===== config.mk =====
export PLATFORM = sky130hd
export DESIGN_NAME = pitch_gap_log_interpolator
export DESIGN_NICKNAME = d
export VERILOG_FILES = /design/src/sv/pgli_pkg.sv /design/src/sv/pgli_ram.sv /design/src/sv/pgli_front.sv /design/src/sv/pgli_back.sv /design/src/sv/pitch_gap_log_interpolator.sv
export SDC_FILE = /design/constraint.sdc
export NUM_CORES = 2
export LEC_CHECK = 0
export BUFFER_PORTS_ARGS = -buffer_cell sky130_fd_sc_hd__buf_2
export CAP_MARGIN = 20
export CORE_MARGIN = 1.5
export CORE_UTILIZATION = 30
export CTS_BUF_LIST = sky130_fd_sc_hd__clkbuf_16
export CTS_CLUSTER_SIZE = 14
export DETAILED_ROUTE_END_ITERATION = 6
export PLACE_DENSITY = 0.5
export SLEW_MARGIN = 30
export SYNTH_ARGS = -nofsm -noshare
export SYNTH_HDL_FRONTEND = slang
export SYNTH_HIERARCHICAL = 1
export SYNTH_SLANG_ARGS = --single-unit

===== constraint.sdc =====
create_clock -name clk_i -period 9.1 [get_ports clk_i]
set_clock_uncertainty 0.05 [all_clocks]
set_input_delay 0.91 -clock clk_i [delete_from_list [all_inputs] [get_ports clk_i]]
set_output_delay 0.91 -clock clk_i [all_outputs]
set_load 0.02 [all_outputs]

===== src/sv/pgli_pkg.sv =====
// Package: shared types, the log2 and exp2 fraction tables and the log helper.
package pgli_pkg;

  localparam int GapDepthDefault = 63;
  localparam int F0_W   = 16;
  localparam int CNT_W  = 6;
  localparam int LG_W   = 20;
  localparam int DIFF_W = LG_W + 1;
  localparam int K_W    = CNT_W;
  localparam int PROD_W = LG_W + K_W;
  localparam int DIV_W  = CNT_W + 1;
  localparam int BIT_W  = 5;
  localparam int EXP_W  = 17;

  typedef enum logic [1:0] {
    KIND_GAP,
    KIND_GAP_END,
    KIND_ANCHOR
  } kind_e;

  typedef struct packed {
    logic [F0_W-1:0] f0;
    kind_e           kind;
    logic            send;
  } item_t;

  typedef enum logic [3:0] {
    ST_IDLE,
    ST_RD,
    ST_DATA,
    ST_MUL,
    ST_DIV,
    ST_ADD,
    ST_EXP,
    ST_EMIT,
    ST_FINAL
  } seq_e;

  typedef logic [15:0]      log_tab_t [256];
  typedef logic [EXP_W-1:0] exp_tab_t [256];

  // Fraction of log2 of a Q30 mantissa in [1,2), by repeated squaring.
  function automatic logic [15:0] frac_log2(logic [63:0] m_in);
    logic [63:0] m;
    logic [15:0] r;
    m = m_in;
    r = '0;
    for (int b = 15; b >= 0; b--) begin
      m = (m * m) >> 30;
      if (m >= (64'd1 << 31)) begin
        m = m >> 1;
        r[b] = 1'b1;
      end
    end
    return r;
  endfunction

  function automatic log_tab_t build_log();
    log_tab_t t;
    for (int i = 0; i < 256; i++) begin
      t[i] = frac_log2(64'(256 + i) << 22);
    end
    return t;
  endfunction

  // Largest Q16 mantissa whose log fraction does not exceed i/256.
  function automatic exp_tab_t build_exp();
    exp_tab_t    t;
    logic [63:0] lo;
    logic [63:0] hi;
    logic [63:0] mid;
    logic [63:0] lim;
    for (int i = 0; i < 256; i++) begin
      lo  = 64'd65536;
      hi  = 64'd131071;
      lim = 64'(i) << 8;
      while (lo < hi) begin
        mid = (lo + hi + 64'd1) >> 1;
        if (64'(frac_log2(mid << 14)) <= lim) begin
          lo = mid;
        end else begin
          hi = mid - 64'd1;
        end
      end
      t[i] = lo[EXP_W-1:0];
    end
    return t;
  endfunction

  localparam log_tab_t LOG_TAB = build_log();
  localparam exp_tab_t EXP_TAB = build_exp();

  // Q16 log2 of a pitch value; zero counts as one.
  function automatic logic [LG_W-1:0] lg(logic [F0_W-1:0] x_in);
    logic [F0_W-1:0] x;
    logic [3:0]      e;
    logic [F0_W-1:0] m;
    x = (x_in == '0) ? F0_W'(1) : x_in;
    e = '0;
    for (int b = 0; b < F0_W; b++) begin
      if (x[b]) begin
        e = 4'(b);
      end
    end
    m = x << (4'd15 - e);
    return {e, LOG_TAB[m[14:7]]};
  endfunction

endpackage


===== src/sv/pgli_ram.sv =====
// Generic single-port-write, registered-read RAM.
module pgli_ram #(
  parameter int WIDTH = 16,
  parameter int DEPTH = 63,
  parameter int AW    = (DEPTH > 1) ? $clog2(DEPTH) : 1
) (
  input  logic             clk_i,
  input  logic             we_i,
  input  logic [AW-1:0]    waddr_i,
  input  logic [WIDTH-1:0] wdata_i,
  input  logic [AW-1:0]    raddr_i,
  output logic [WIDTH-1:0] rdata_o
);

  logic [WIDTH-1:0] mem_q [DEPTH];
  logic [WIDTH-1:0] rdata_q;

  always_ff @(posedge clk_i) begin
    if (we_i) begin
      mem_q[waddr_i] <= wdata_i;
    end
    rdata_q <= mem_q[raddr_i];
  end

  assign rdata_o = rdata_q;

endmodule


===== src/sv/pgli_front.sv =====
// Front end: accepts frames, classifies them and queues them for the back end.
module pgli_front (
  input  logic                   clk_i,
  input  logic                   rst_ni,
  input  logic                   push,
  output logic                   full,
  input  logic [15:0]            f0_value_i,
  input  logic                   gap_i,
  input  logic                   slice_end_i,
  output pgli_pkg::item_t        item_o,
  output logic                   item_valid_o,
  input  logic                   item_take_i
);
  import pgli_pkg::*;

  item_t      buf_q [2];
  logic       wptr_q, wptr_d;
  logic       rptr_q, rptr_d;
  logic [1:0] cnt_q, cnt_d;
  logic       do_push, do_pop;
  item_t      in_item;

  always_comb begin
    in_item.f0   = f0_value_i;
    in_item.send = slice_end_i;
    if (!gap_i) begin
      in_item.kind = KIND_ANCHOR;
    end else if (slice_end_i) begin
      in_item.kind = KIND_GAP_END;
    end else begin
      in_item.kind = KIND_GAP;
    end
  end

  assign full         = (cnt_q == 2'd2);
  assign item_valid_o = (cnt_q != 2'd0);
  assign item_o       = buf_q[rptr_q];
  assign do_push      = push && !full;
  assign do_pop       = item_take_i && item_valid_o;

  always_comb begin
    wptr_d = do_push ? ~wptr_q : wptr_q;
    rptr_d = do_pop ? ~rptr_q : rptr_q;
    cnt_d  = cnt_q + 2'(do_push) - 2'(do_pop);
  end

  always_ff @(posedge clk_i or negedge rst_ni) begin
    if (!rst_ni) begin
      wptr_q <= 1'b0;
      rptr_q <= 1'b0;
      cnt_q  <= '0;
    end else begin
      wptr_q <= wptr_d;
      rptr_q <= rptr_d;
      cnt_q  <= cnt_d;
    end
  end

  always_ff @(posedge clk_i) begin
    if (do_push) begin
      buf_q[wptr_q] <= in_item;
    end
  end

endmodule


===== src/sv/pgli_back.sv =====
// Back end: holds gap runs, resolves them and drives the result register.
module pgli_back #(
  parameter int GAP_DEPTH = pgli_pkg::GapDepthDefault
) (
  input  logic            clk_i,
  input  logic            rst_ni,
  input  pgli_pkg::item_t item_i,
  input  logic            item_valid_i,
  output logic            item_take_o,
  output logic            empty,
  input  logic            pop,
  output logic [15:0]     f0_out_o,
  output logic            gap_out_o,
  output logic            overflow_o,
  output logic            run_last_o,
  output logic            slice_last_o
);
  import pgli_pkg::*;

  localparam int AW = (GAP_DEPTH > 1) ? $clog2(GAP_DEPTH) : 1;

  seq_e st_q, st_d;
  item_t cur_q, cur_d;
  logic [CNT_W-1:0] cnt_q, cnt_d, idx_q, idx_d;
  logic [F0_W-1:0] anc_q, anc_d, val_q, val_d;
  logic seen_q, seen_d, ovf_q, ovf_d, subst_q, subst_d;
  logic interp_q, interp_d, useram_q, useram_d;
  logic [LG_W-1:0] la_q, la_d, l_q, l_d;
  logic signed [DIFF_W-1:0] diff_q, diff_d;
  logic [PROD_W-1:0] quo_q, quo_d;
  logic [DIV_W-1:0] rem_q, rem_d;
  logic [BIT_W-1:0] bit_q, bit_d;

  logic ovalid_q, ovalid_d;
  logic [F0_W-1:0] of0_q, of0_d;
  logic og_q, og_d, oo_q, oo_d, orl_q, orl_d, osl_q, osl_d;

  logic we;
  logic [F0_W-1:0] rdata;
  logic slot_free;

  // Combinational helpers.
  logic [LG_W-1:0] mag;
  logic [DIV_W-1:0] dvs;
  logic [DIV_W:0] trial;
  logic signed [DIFF_W+1:0] lsum;
  logic [31:0] shifted;
  logic [EXP_W-1:0] expv;

  pgli_ram #(.WIDTH(F0_W), .DEPTH(GAP_DEPTH)) u_ram (
    .clk_i  (clk_i),
    .we_i   (we),
    .waddr_i(cnt_q[AW-1:0]),
    .wdata_i(item_i.f0),
    .raddr_i(idx_q[AW-1:0]),
    .rdata_o(rdata)
  );

  assign slot_free = !ovalid_q || pop;
  assign empty        = !ovalid_q;
  assign f0_out_o     = of0_q;
  assign gap_out_o    = og_q;
  assign overflow_o   = oo_q;
  assign run_last_o   = orl_q;
  assign slice_last_o = osl_q;

  always_comb begin
    mag   = diff_q[DIFF_W-1] ? LG_W'(-diff_q) : LG_W'(diff_q);
    dvs   = DIV_W'(cnt_q) + DIV_W'(1);
    trial = {rem_q, quo_q[PROD_W-1]};
    lsum  = diff_q[DIFF_W-1] ? ((DIFF_W+2)'(la_q) - (DIFF_W+2)'(quo_q[LG_W-1:0]))
                             : ((DIFF_W+2)'(la_q) + (DIFF_W+2)'(quo_q[LG_W-1:0]));
    expv    = EXP_TAB[l_q[15:8]];
    shifted = 32'(expv) << l_q[19:16];
  end

  always_comb begin
    st_d = st_q; cur_d = cur_q; cnt_d = cnt_q; idx_d = idx_q;
    anc_d = anc_q; val_d = val_q; seen_d = seen_q; ovf_d = ovf_q;
    subst_d = subst_q; interp_d = interp_q; useram_d = useram_q;
    la_d = la_q; l_d = l_q; diff_d = diff_q; quo_d = quo_q;
    rem_d = rem_q; bit_d = bit_q;
    ovalid_d = ovalid_q && !pop;
    of0_d = of0_q; og_d = og_q; oo_d = oo_q; orl_d = orl_q; osl_d = osl_q;
    item_take_o = 1'b0;
    we = 1'b0;

    case (st_q)
      ST_IDLE: begin
        if (item_valid_i) begin
          item_take_o = 1'b1;
          cur_d    = item_i;
          idx_d    = '0;
          ovf_d    = 1'b0;
          subst_d  = 1'b0;
          interp_d = 1'b0;
          useram_d = 1'b0;
          case (item_i.kind)
            KIND_ANCHOR: begin
              interp_d = seen_q;
              la_d     = lg(anc_q);
              diff_d   = DIFF_W'(lg(item_i.f0)) - DIFF_W'(lg(anc_q));
              val_d    = item_i.f0;
              if (cnt_q == '0) begin
                st_d = ST_FINAL;
              end else if (seen_q) begin
                st_d = ST_MUL;
              end else begin
                st_d = ST_EMIT;
              end
            end
            KIND_GAP, KIND_GAP_END: begin
              if (32'(cnt_q) >= GAP_DEPTH) begin
                ovf_d    = 1'b1;
                useram_d = 1'b1;
                st_d     = ST_RD;
              end else if (item_i.kind == KIND_GAP_END) begin
                subst_d  = seen_q;
                useram_d = 1'b1;
                st_d     = (cnt_q == '0) ? ST_FINAL : ST_RD;
              end else begin
                we    = 1'b1;
                cnt_d = cnt_q + CNT_W'(1);
              end
            end
            default: st_d = ST_IDLE;
          endcase
        end
      end
      ST_RD: st_d = ST_DATA;
      ST_DATA: begin
        val_d = subst_q ? anc_q : rdata;
        st_d  = ST_EMIT;
      end
      ST_MUL: begin
        quo_d = PROD_W'(mag) * PROD_W'(idx_q + CNT_W'(1));
        rem_d = '0;
        bit_d = '0;
        st_d  = ST_DIV;
      end
      ST_DIV: begin
        if (trial >= {1'b0, dvs}) begin
          rem_d = DIV_W'(trial - {1'b0, dvs});
          quo_d = {quo_q[PROD_W-2:0], 1'b1};
        end else begin
          rem_d = trial[DIV_W-1:0];
          quo_d = {quo_q[PROD_W-2:0], 1'b0};
        end
        bit_d = bit_q + BIT_W'(1);
        if (bit_q == BIT_W'(PROD_W - 1)) begin
          st_d = ST_ADD;
        end
      end
      ST_ADD: begin
        if (lsum < 0) begin
          l_d = '0;
        end else if (lsum >= (DIFF_W+2)'(1 << LG_W)) begin
          l_d = '1;
        end else begin
          l_d = lsum[LG_W-1:0];
        end
        st_d = ST_EXP;
      end
      ST_EXP: begin
        val_d = (shifted[31:16] != '0) ? shifted[31:16] : shifted[31:16];
        st_d  = ST_EMIT;
      end
      ST_EMIT: begin
        if (slot_free) begin
          ovalid_d = 1'b1;
          of0_d = val_q; og_d = 1'b1; oo_d = ovf_q; orl_d = 1'b0; osl_d = 1'b0;
          idx_d = idx_q + CNT_W'(1);
          if (idx_q + CNT_W'(1) == cnt_q) begin
            st_d = ST_FINAL;
          end else if (interp_q) begin
            st_d = ST_MUL;
          end else if (useram_q) begin
            st_d = ST_RD;
          end else begin
            st_d = ST_EMIT;
          end
        end
      end
      ST_FINAL: begin
        if (slot_free) begin
          ovalid_d = 1'b1;
          of0_d = (cur_q.kind == KIND_GAP_END && subst_q) ? anc_q : cur_q.f0;
          og_d  = (cur_q.kind != KIND_ANCHOR);
          oo_d  = ovf_q;
          orl_d = 1'b1;
          osl_d = cur_q.send;
          cnt_d = '0;
          if (cur_q.kind == KIND_ANCHOR) begin
            anc_d  = cur_q.f0;
            seen_d = 1'b1;
          end
          if (cur_q.send) begin
            anc_d  = '0;
            seen_d = 1'b0;
          end
          st_d = ST_IDLE;
        end
      end
      default: st_d = ST_IDLE;
    endcase
  end

  always_ff @(posedge clk_i or negedge rst_ni) begin
    if (!rst_ni) begin
      st_q     <= ST_IDLE;
      cnt_q    <= '0;
      anc_q    <= '0;
      seen_q   <= 1'b0;
      ovalid_q <= 1'b0;
    end else begin
      st_q     <= st_d;
      cnt_q    <= cnt_d;
      anc_q    <= anc_d;
      seen_q   <= seen_d;
      ovalid_q <= ovalid_d;
    end
  end

  always_ff @(posedge clk_i) begin
    cur_q <= cur_d; idx_q <= idx_d; val_q <= val_d; ovf_q <= ovf_d;
    subst_q <= subst_d; interp_q <= interp_d; useram_q <= useram_d;
    la_q <= la_d; l_q <= l_d; diff_q <= diff_d; quo_q <= quo_d;
    rem_q <= rem_d; bit_q <= bit_d;
    of0_q <= of0_d; og_q <= og_d; oo_q <= oo_d; orl_q <= orl_d; osl_q <= osl_d;
  end

endmodule


===== src/sv/pitch_gap_log_interpolator.sv =====
// Top level of the pitch gap interpolator: front queue and resolving back end.
//
// The block takes pitch frames (a 16-bit f0 in 1/16 Hz, a gap flag and a
// slice-end flag) and returns resolved frames in order. Anchor frames (gap
// low) come out at once; gap frames are held in a run memory of GAP_DEPTH
// words until the next anchor, where they are filled geometrically in the
// log2 domain between the two anchors, or copy the single anchor when the run
// opens the slice. A run still open at slice end copies the last anchor, or
// passes unchanged when the slice had none. A gap frame that finds the run
// memory full flushes the run and itself unchanged with overflow set.
// run_last marks the last word caused by one input, and slice_last the last
// word of a slice. The input side is a two-word queue, so the front accepts
// frames while the back end is busy or while a result word waits on the
// result register. A gap frame that only joins a run is written straight into
// the run memory; an anchor or slice end without held frames goes straight to
// its final word; a held frame that takes the first anchor of a slice goes
// straight to emit; a held frame that is flushed or copied at slice end passes
// through memory read, data and emit; an interpolated frame passes through the
// bit-serial divider, which works one quotient bit of the 26-bit scaled log
// difference per cycle.
module pitch_gap_log_interpolator #(
  parameter int GAP_DEPTH = pgli_pkg::GapDepthDefault
) (
  input  logic        clk_i,
  input  logic        rst_ni,
  input  logic        push,
  output logic        full,
  input  logic [15:0] f0_value_i,
  input  logic        gap_i,
  input  logic        slice_end_i,
  output logic        empty,
  input  logic        pop,
  output logic [15:0] f0_out_o,
  output logic        gap_out_o,
  output logic        overflow_o,
  output logic        run_last_o,
  output logic        slice_last_o
);
  import pgli_pkg::*;

  item_t item;
  logic  item_valid;
  logic  item_take;

  pgli_front u_front (
    .clk_i       (clk_i),
    .rst_ni      (rst_ni),
    .push        (push),
    .full        (full),
    .f0_value_i  (f0_value_i),
    .gap_i       (gap_i),
    .slice_end_i (slice_end_i),
    .item_o      (item),
    .item_valid_o(item_valid),
    .item_take_i (item_take)
  );

  pgli_back #(.GAP_DEPTH(GAP_DEPTH)) u_back (
    .clk_i       (clk_i),
    .rst_ni      (rst_ni),
    .item_i      (item),
    .item_valid_i(item_valid),
    .item_take_o (item_take),
    .empty       (empty),
    .pop         (pop),
    .f0_out_o    (f0_out_o),
    .gap_out_o   (gap_out_o),
    .overflow_o  (overflow_o),
    .run_last_o  (run_last_o),
    .slice_last_o(slice_last_o)
  );

endmodule


[After elaboration in Yosys (flattened, before gate mapping)]
Memory sizes are Yosys's and may differ from the RTL's. A register that Yosys moved wholly into a read port is not among the register bits.
Index checks and enable logic that the tools add are counted.
Cells by class
  $add $sub $neg: 14
  $mul: 1
  $lt $le $gt $ge: 7
  equal/unequal tests: 25
  shift operators: 3
  multiplexer cells: 112
  bitwise logic cells: 7
  reductions and logical operators: 33
Operators by type and width (number)
  two-way mux 16 bit: 14
  two-way mux 4 bit: 36
  one-hot mux 26 bit (2 select lines): 1
  one-hot mux 16 bit (3 select lines): 1
  two-way mux 6 bit: 7
  subtractor 20 x 20 -> 21 bit: 2
  two-way mux 20 bit: 2
  two-way mux 17 bit: 2
  zero test 16 bit: 2
  one-hot mux 16 bit (2 select lines): 1
  one-hot mux 4 bit (8 select lines): 1
  left shift 16 x 4 -> 15 bit: 2
  left shift 17 x 4 -> 32 bit: 1
  >= comparator 9 bit, second input constant: 3
  NOT 8 -> 9 bit: 3
  multiplier 20 x 26 -> 26 bit: 1
  two-way mux 1 bit: 26
  one-hot mux 6 bit (2 select lines): 2
  >= comparator 23 x 22 -> 1 bit, second input constant: 1
  less-than comparator 23 x 1 -> 1 bit, second input constant: 1
  two-way mux 23 bit: 1
  adder 20 x 20 -> 21 bit: 1
  negator 20 bit: 1
  two-way mux 3 bit: 6
  other kinds (41): 84
Word-level totals
  bits in registers: 196
  RAM bits: 1046
  ROM bits: 12544
  bits of input ports: 22
  output and inout bits: 22
  word-level logic and storage cells: 235
  memories: 5
Memories
  (no name shown): depth 256, width 17, read ports 1, clocked after Yosys merged registers in 0, wr ports 0, RTL line pgli_back.sv:73  | expv = EXP_TAB[l_q[15:8]];
  (no name shown): depth 256, width 16, read ports 1, clocked after Yosys merged registers in 0, wr ports 0, RTL line pgli_pkg.sv:106  | return {e, LOG_TAB[m[14:7]]};
  (no name shown): depth 256, width 16, read ports 1, clocked after Yosys merged registers in 0, wr ports 0, RTL line pgli_pkg.sv:106
  u_back.u_ram.mem_q: depth 63, width 16, read ports 1, clocked after Yosys merged registers in 1, wr ports 1, RTL line pgli_ram.sv:15  | logic [WIDTH-1:0] mem_q [DEPTH];
  u_front.buf_q: depth 2, width 19, read ports 1, clocked after Yosys merged registers in 0, wr ports 1, RTL line pgli_front.sv:16  | item_t buf_q [2];

[Logic depth before layout (Yosys ltp)]
An unclocked memory read counts as a cell.
  depth in word-level cells: 28
  mapped depth: 37
  mapped depth without buffers: 32

[Hierarchy]
The synthesis kept the hierarchy.
By module, submodules not included
  pgli_ram: times used 1, cells an instance 1810, area each 39186.3 um^2, seq. area each 30589.3 um^2
  pgli_back: times used 1, cells an instance 4029, area each 29883.7 um^2, seq. area each 5385.2 um^2
  pgli_front: times used 1, cells an instance 79, area each 1580.3 um^2, seq. area each 1241.2 um^2

[Worst setup path before layout]
Ideal clock, no wire load.
  path type: register -> register
  start: register u_front.rptr_q
  end: register u_back.diff_q[16], data pin
  setup time: 0.258 ns
  arrival time: 7.448 ns
  data required time: 8.792 ns
  slack: 1.344 ns
  stages on the path, launching flop included: 36
  path buffers: 4
  period minus slack after synthesis: 7.756 ns
  cell sequence: dfrtp_1 > buf_2 > mux2_2 > buf_2 > nor2b_1 > o21ba_2 > a2111oi_4 > nor2_4 > clkinv_1 > a211oi_1 > a2bb2oi_2 > inv_1 > clkbuf_1 > ha_1 > clkbuf_1 > nor3_2 > nor3_1 > o21ai_0 > a21oi_1 > a211oi_1 > a32o_1 > ha_1 > inv_1 > fa_1 > a21o_1 > a21oi_1 > o21bai_1 > a21oi_1 > o21ai_0 > a211oi_1 > o21ai_0 > a31oi_1 > nor2b_1 > o21ai_0 > nor2b_1 > xnor2_1
RTL lines
  start: declaration: RTL line pgli_front.sv:18  | logic rptr_q, rptr_d;
  start signal: assignment: RTL line pgli_front.sv:54  | rptr_q <= rptr_d;
  end signal: assignment: RTL line pgli_back.sv:227  | la_q <= la_d; l_q <= l_d; diff_q <= diff_d; quo_q <= quo_d;
  end: declaration: RTL line pgli_back.sv:29  | logic signed [DIFF_W-1:0] diff_q, diff_d;

==> metrics.md <==
| Metric | Value |
|---|---|
| Final Hold Vio Count | `0` |
| Crit path DAT | `between 8 and 9 ns` |
| Crit Path Max Fanout | `16` |
| Peak Freq | `~120 MHz` |
| Gr usage total | `a little over a fifth` |
| TritonCTS Buffers | `~140` |
| CTS tree | `built` |
| Via density | `between 5 and 6` |
| Top_reg_cell synth | `edfxtp_1` |
| Number of H-tree levels | `4` |
| Fill count | `~23k` |
| Post-synth EDFFs | `~1.2k` |
| Area of the mapped netlist | `approximately 71000 um2` |
| CP peak stage delay | `between 0.5 and 0.6 ns` |
| FF+latch count, synth | `roughly 1.3k` |
| Most used cell, CP | `o21ai_0` |
| Met2 usage | `32.7%` |
| Final worst slack | `slightly below 0.7 ns` |
| Sequential share of the synthesized area | `between 50% and 60%` |
| Data required, critical path | `~9.6 ns` |
| Synth warn | `6` |
| Most frequent cells in the layout | `edfxtp_1 (1202), nand2_1 (504), a21oi_1 (427)` |
| Total Wirelength | `between 200000 and 300000 um` |
| Core area | `roughly 230000 um2` |
| Setup repair bufs after CTS | `0` |
| Residual DRC | `0` |
| DP Worst Slack | `roughly 0.9 ns` |
| Die height | `between 400 and 500 um` |
| Cell at the slowest stage of the critical path | `o21ai_0` |
| Root Driver | `clkbuf_16` |
| Reg2reg start | `u_front/rptr_q` |
| Share of cells above drive strength 1 | `around 16%` |
| CP Depth | `33` |
| CP startpoint | `u_front/rptr_q` |
| Worst-Skew Late Latency | `0.77 ns` |
| Global-route track usage on met3 | `3.54%` |
| Initial antenna violation count | `21` |
| Clock sinks | `approximately 1.3k` |
| Critical path startpoint category | `register` |
| Outcome | `finished clean` |
| Worst-path clk slew | `0.07 ns` |
| Post-synth ARST share | `approximately 2.6%` |
| RR Endpoint | `u_back/diff_q[16]` |
| Tightest Pin Transition | `~1.0 ns` |
| Synth unique cells | `around 120` |
| GRT overflow | `0` |
| Met1 Use GR | `between 30 and 40%` |
| Hold crit path type | `in -> async` |
| Cell Rows | `approximately 180` |
| # setup viols final | `0` |
| Most common library cell in the layout ignoring fill and taps | `edfxtp_1` |
| I/O pin count | `44` |
| Setup tns final | `0 ns` |
| Post-Syn Nets | `6220` |
| Tcrit/Tclk final | `92.6%` |
| Detailed Route Iter0 Violations | `6277` |
| Post-CTS Hold Buffers | `0` |
| Max-cap violations | `0` |
| Via Count | `between 50k and 60k` |
| Largest net degree at the start of global routing | `roughly 170` |
| Final hold slack | `approximately 0.083 ns` |
| Critical path class | `reg -> reg` |
| RD Place Congestion | `0.960` |
| P&R area growth vs syn | `13.3%` |
| Remaining antenna violation count | `0` |
| Average cell area after synthesis | `between 10 and 15 um2` |
| CP top delay family | `compound AO/OA/AOI/OAI gates` |
| Cells after Synth | `between 5k and 6k` |
| Reg-to-reg setup timing slack | `between 0.6 and 0.7 ns` |
| Crit path capture | `u_back/diff_q[16]` |
| First-pass GRT wire length | `372000 um` |
| Hpwl dp | `about 170000 um` |
| Seq. cell area | `approximately 37000 um2` |
| Multi-input gate area | `~31000 um2` |
| CP endpoint kind | `register` |
| Worst Path Buf+Inv | `6` |
| Tmin final | `8.43 ns` |
| DR pass1 iterations | `6` |
| RSZ-0062 raised after global routing | `no` |
| Starting density of the core | `a little under a third` |
| Worst Reg-to-Reg Cells | `33` |
| WL per Instance | `28.0 um` |
| Post_cts resized | `0` |
| Die W | `about 490 um` |
| Vias in the first global route | `roughly 52k` |
| Peak-usage layer in the global routing report | `met2` |
| # nets final | `~6.3k` |
| PortBufs | `43` |
| Pins Over Slew Limit | `0` |
| Slew Limit Headroom | `a little under a third` |
| Die area | `approximately 240000 um2` |
| Clock buffer depth | `3` |
-- final cells by class --
| cell class | count | share of cell area [%] |
|---|---|---|
| flip-flops and latches | 1250 | 46.5 |
| multi-input cells | 4021 | 38.7 |
| well taps | 3132 | 4.90 |
| clock buffers | 140 | 4.38 |
| repair buffers | 364 | 3.51 |
| clock inverters | 105 | 1.12 |
| inverters | 192 | 0.904 |
| diodes | 3 | 0.00938 |
-- metal layers --
| layer | vias to the layer above | wire length, um |
|---|---|---|
| li1 | 23000 | - |
| met1 | 27300 | 113000 |
| met2 | 2461 | 117000 |
| met3 | 413 | 20100 |
| met4 | 0 | 7960 |
| met5 | - | 0 |
-- Yosys cell counts (all sizes together), types with 18 or more instances --
master   count  share of area, %
ha         184               3.3
nor4        24              0.24
and3        25              0.22
o31ai       23              0.25
a221o       18              0.26
and2        33              0.30
nor3       151               1.1
or2         20              0.18
a221oi      42              0.56
a311oi      34              0.42
or3         24              0.21
nor2b       74              0.66
xor2        38              0.47
dfrtp       32               1.1
nor2       423               2.3
fa          96               2.7
xnor2       61              0.76
a21o        40              0.43
a31oi       67              0.61
a211oi      90              0.99
clkbuf     255               1.4
o21a        22              0.23
o221ai      47              0.59
a22oi       53              0.57
a21oi      429               3.0
o211ai      81              0.87
o311ai      46              0.57
o22ai       74              0.66
nand2b      85              0.75
inv        185              0.99
a211o       31              0.38
edfxtp    1202                51
o21ai      380               2.7
mux2        59              0.95
o2111ai     20              0.25
mux2i      115               1.6
nand3      121              0.86
mux4       237               7.6
nand2      508               2.7
buf        200               1.6
-- state kept, by name, indices dropped and copies added (netlist names), 2 cells and up --
| register | count |
|---|---|
| u_back/diff_q | 21 |
| u_back/u_ram/rdata_o | 16 |
| u_back/la_q | 20 |
| u_back/anc_q | 16 |
| u_back/val_q | 16 |
| u_back/l_q | 12 |
| u_back/cnt_q | 6 |
| u_back/bit_q | 5 |
| u_front/buf_q | 38 |
| u_back/idx_q | 6 |
| u_front/cnt_q | 2 |
| u_back/rem_q | 7 |
| u_back/quo_q | 26 |
| u_back/u_ram/mem_q | 1008 |
| u_back/cur_q | 19 |
| u_back/f0_out_o | 16 |
| u_back/st_q | 4 |
-- through the flow --
step	instance area (um2)	util, %	cells
after detailed placement	75500	32.4	8957
after floorplan	70700	-	5918
after CTS	79900	34.2	9202
after global routing	80000	34.3	9205
after global placement	75400	32.3	8957
final	80000	34.3	9207
-- worst register-to-register path, delay by kind of cell, from the launching register on --
| family | cells | cell delay (ns) |
|---|---|---|
| buffers and inverters | 6 | 1.30 |
| adders and majority gates | 2 | 0.80 |
| and+or+nand+nor | 5 | 0.82 |
| muxes | 1 | 0.38 |
| xor gates and xnor gates | 1 | 0.08 |
| DFF | 1 | 0.49 |
| AOI/OAI and AO/OA | 18 | 4.31 |
-- cells by family (layout without fill, tap and decap cells) --
kind of cell    Yosys count  count (layout)  share of synthesized area (%)
buf+inv                 647             801                           3.97
xor+xnor                 99              99                           1.23
other cells               0               3                              0
flops                  1250            1250                           52.7
fa+ha+maj               282             282                           6.01
simple gates           1556            1556                           10.3
compound gates         1673            1673                           15.7
mux                     411             411                           10.1
-- worst min path at each step --
| stage | to | slack, ns | depth (start not counted) |
|---|---|---|---|
| 6_report | u_back/anc_q[9] | 0.08 | 1 |
| 5_1_grt | u_back/anc_q[9] | 0.09 | 1 |
| 4_1_cts | u_front/buf_q[0][18] | 0.21 | 1 |
| 3_5_place_dp | u_back/overflow_o | 0.38 | 0 |
| 3_3_place_gp | u_back/overflow_o | 0.40 | 0 |
| 2_1_floorplan | u_back/overflow_o | 0.35 | 0 |
Power is not shown: default switching activity piles up to over one toggle a cycle in this logic, so the estimate is an artifact.
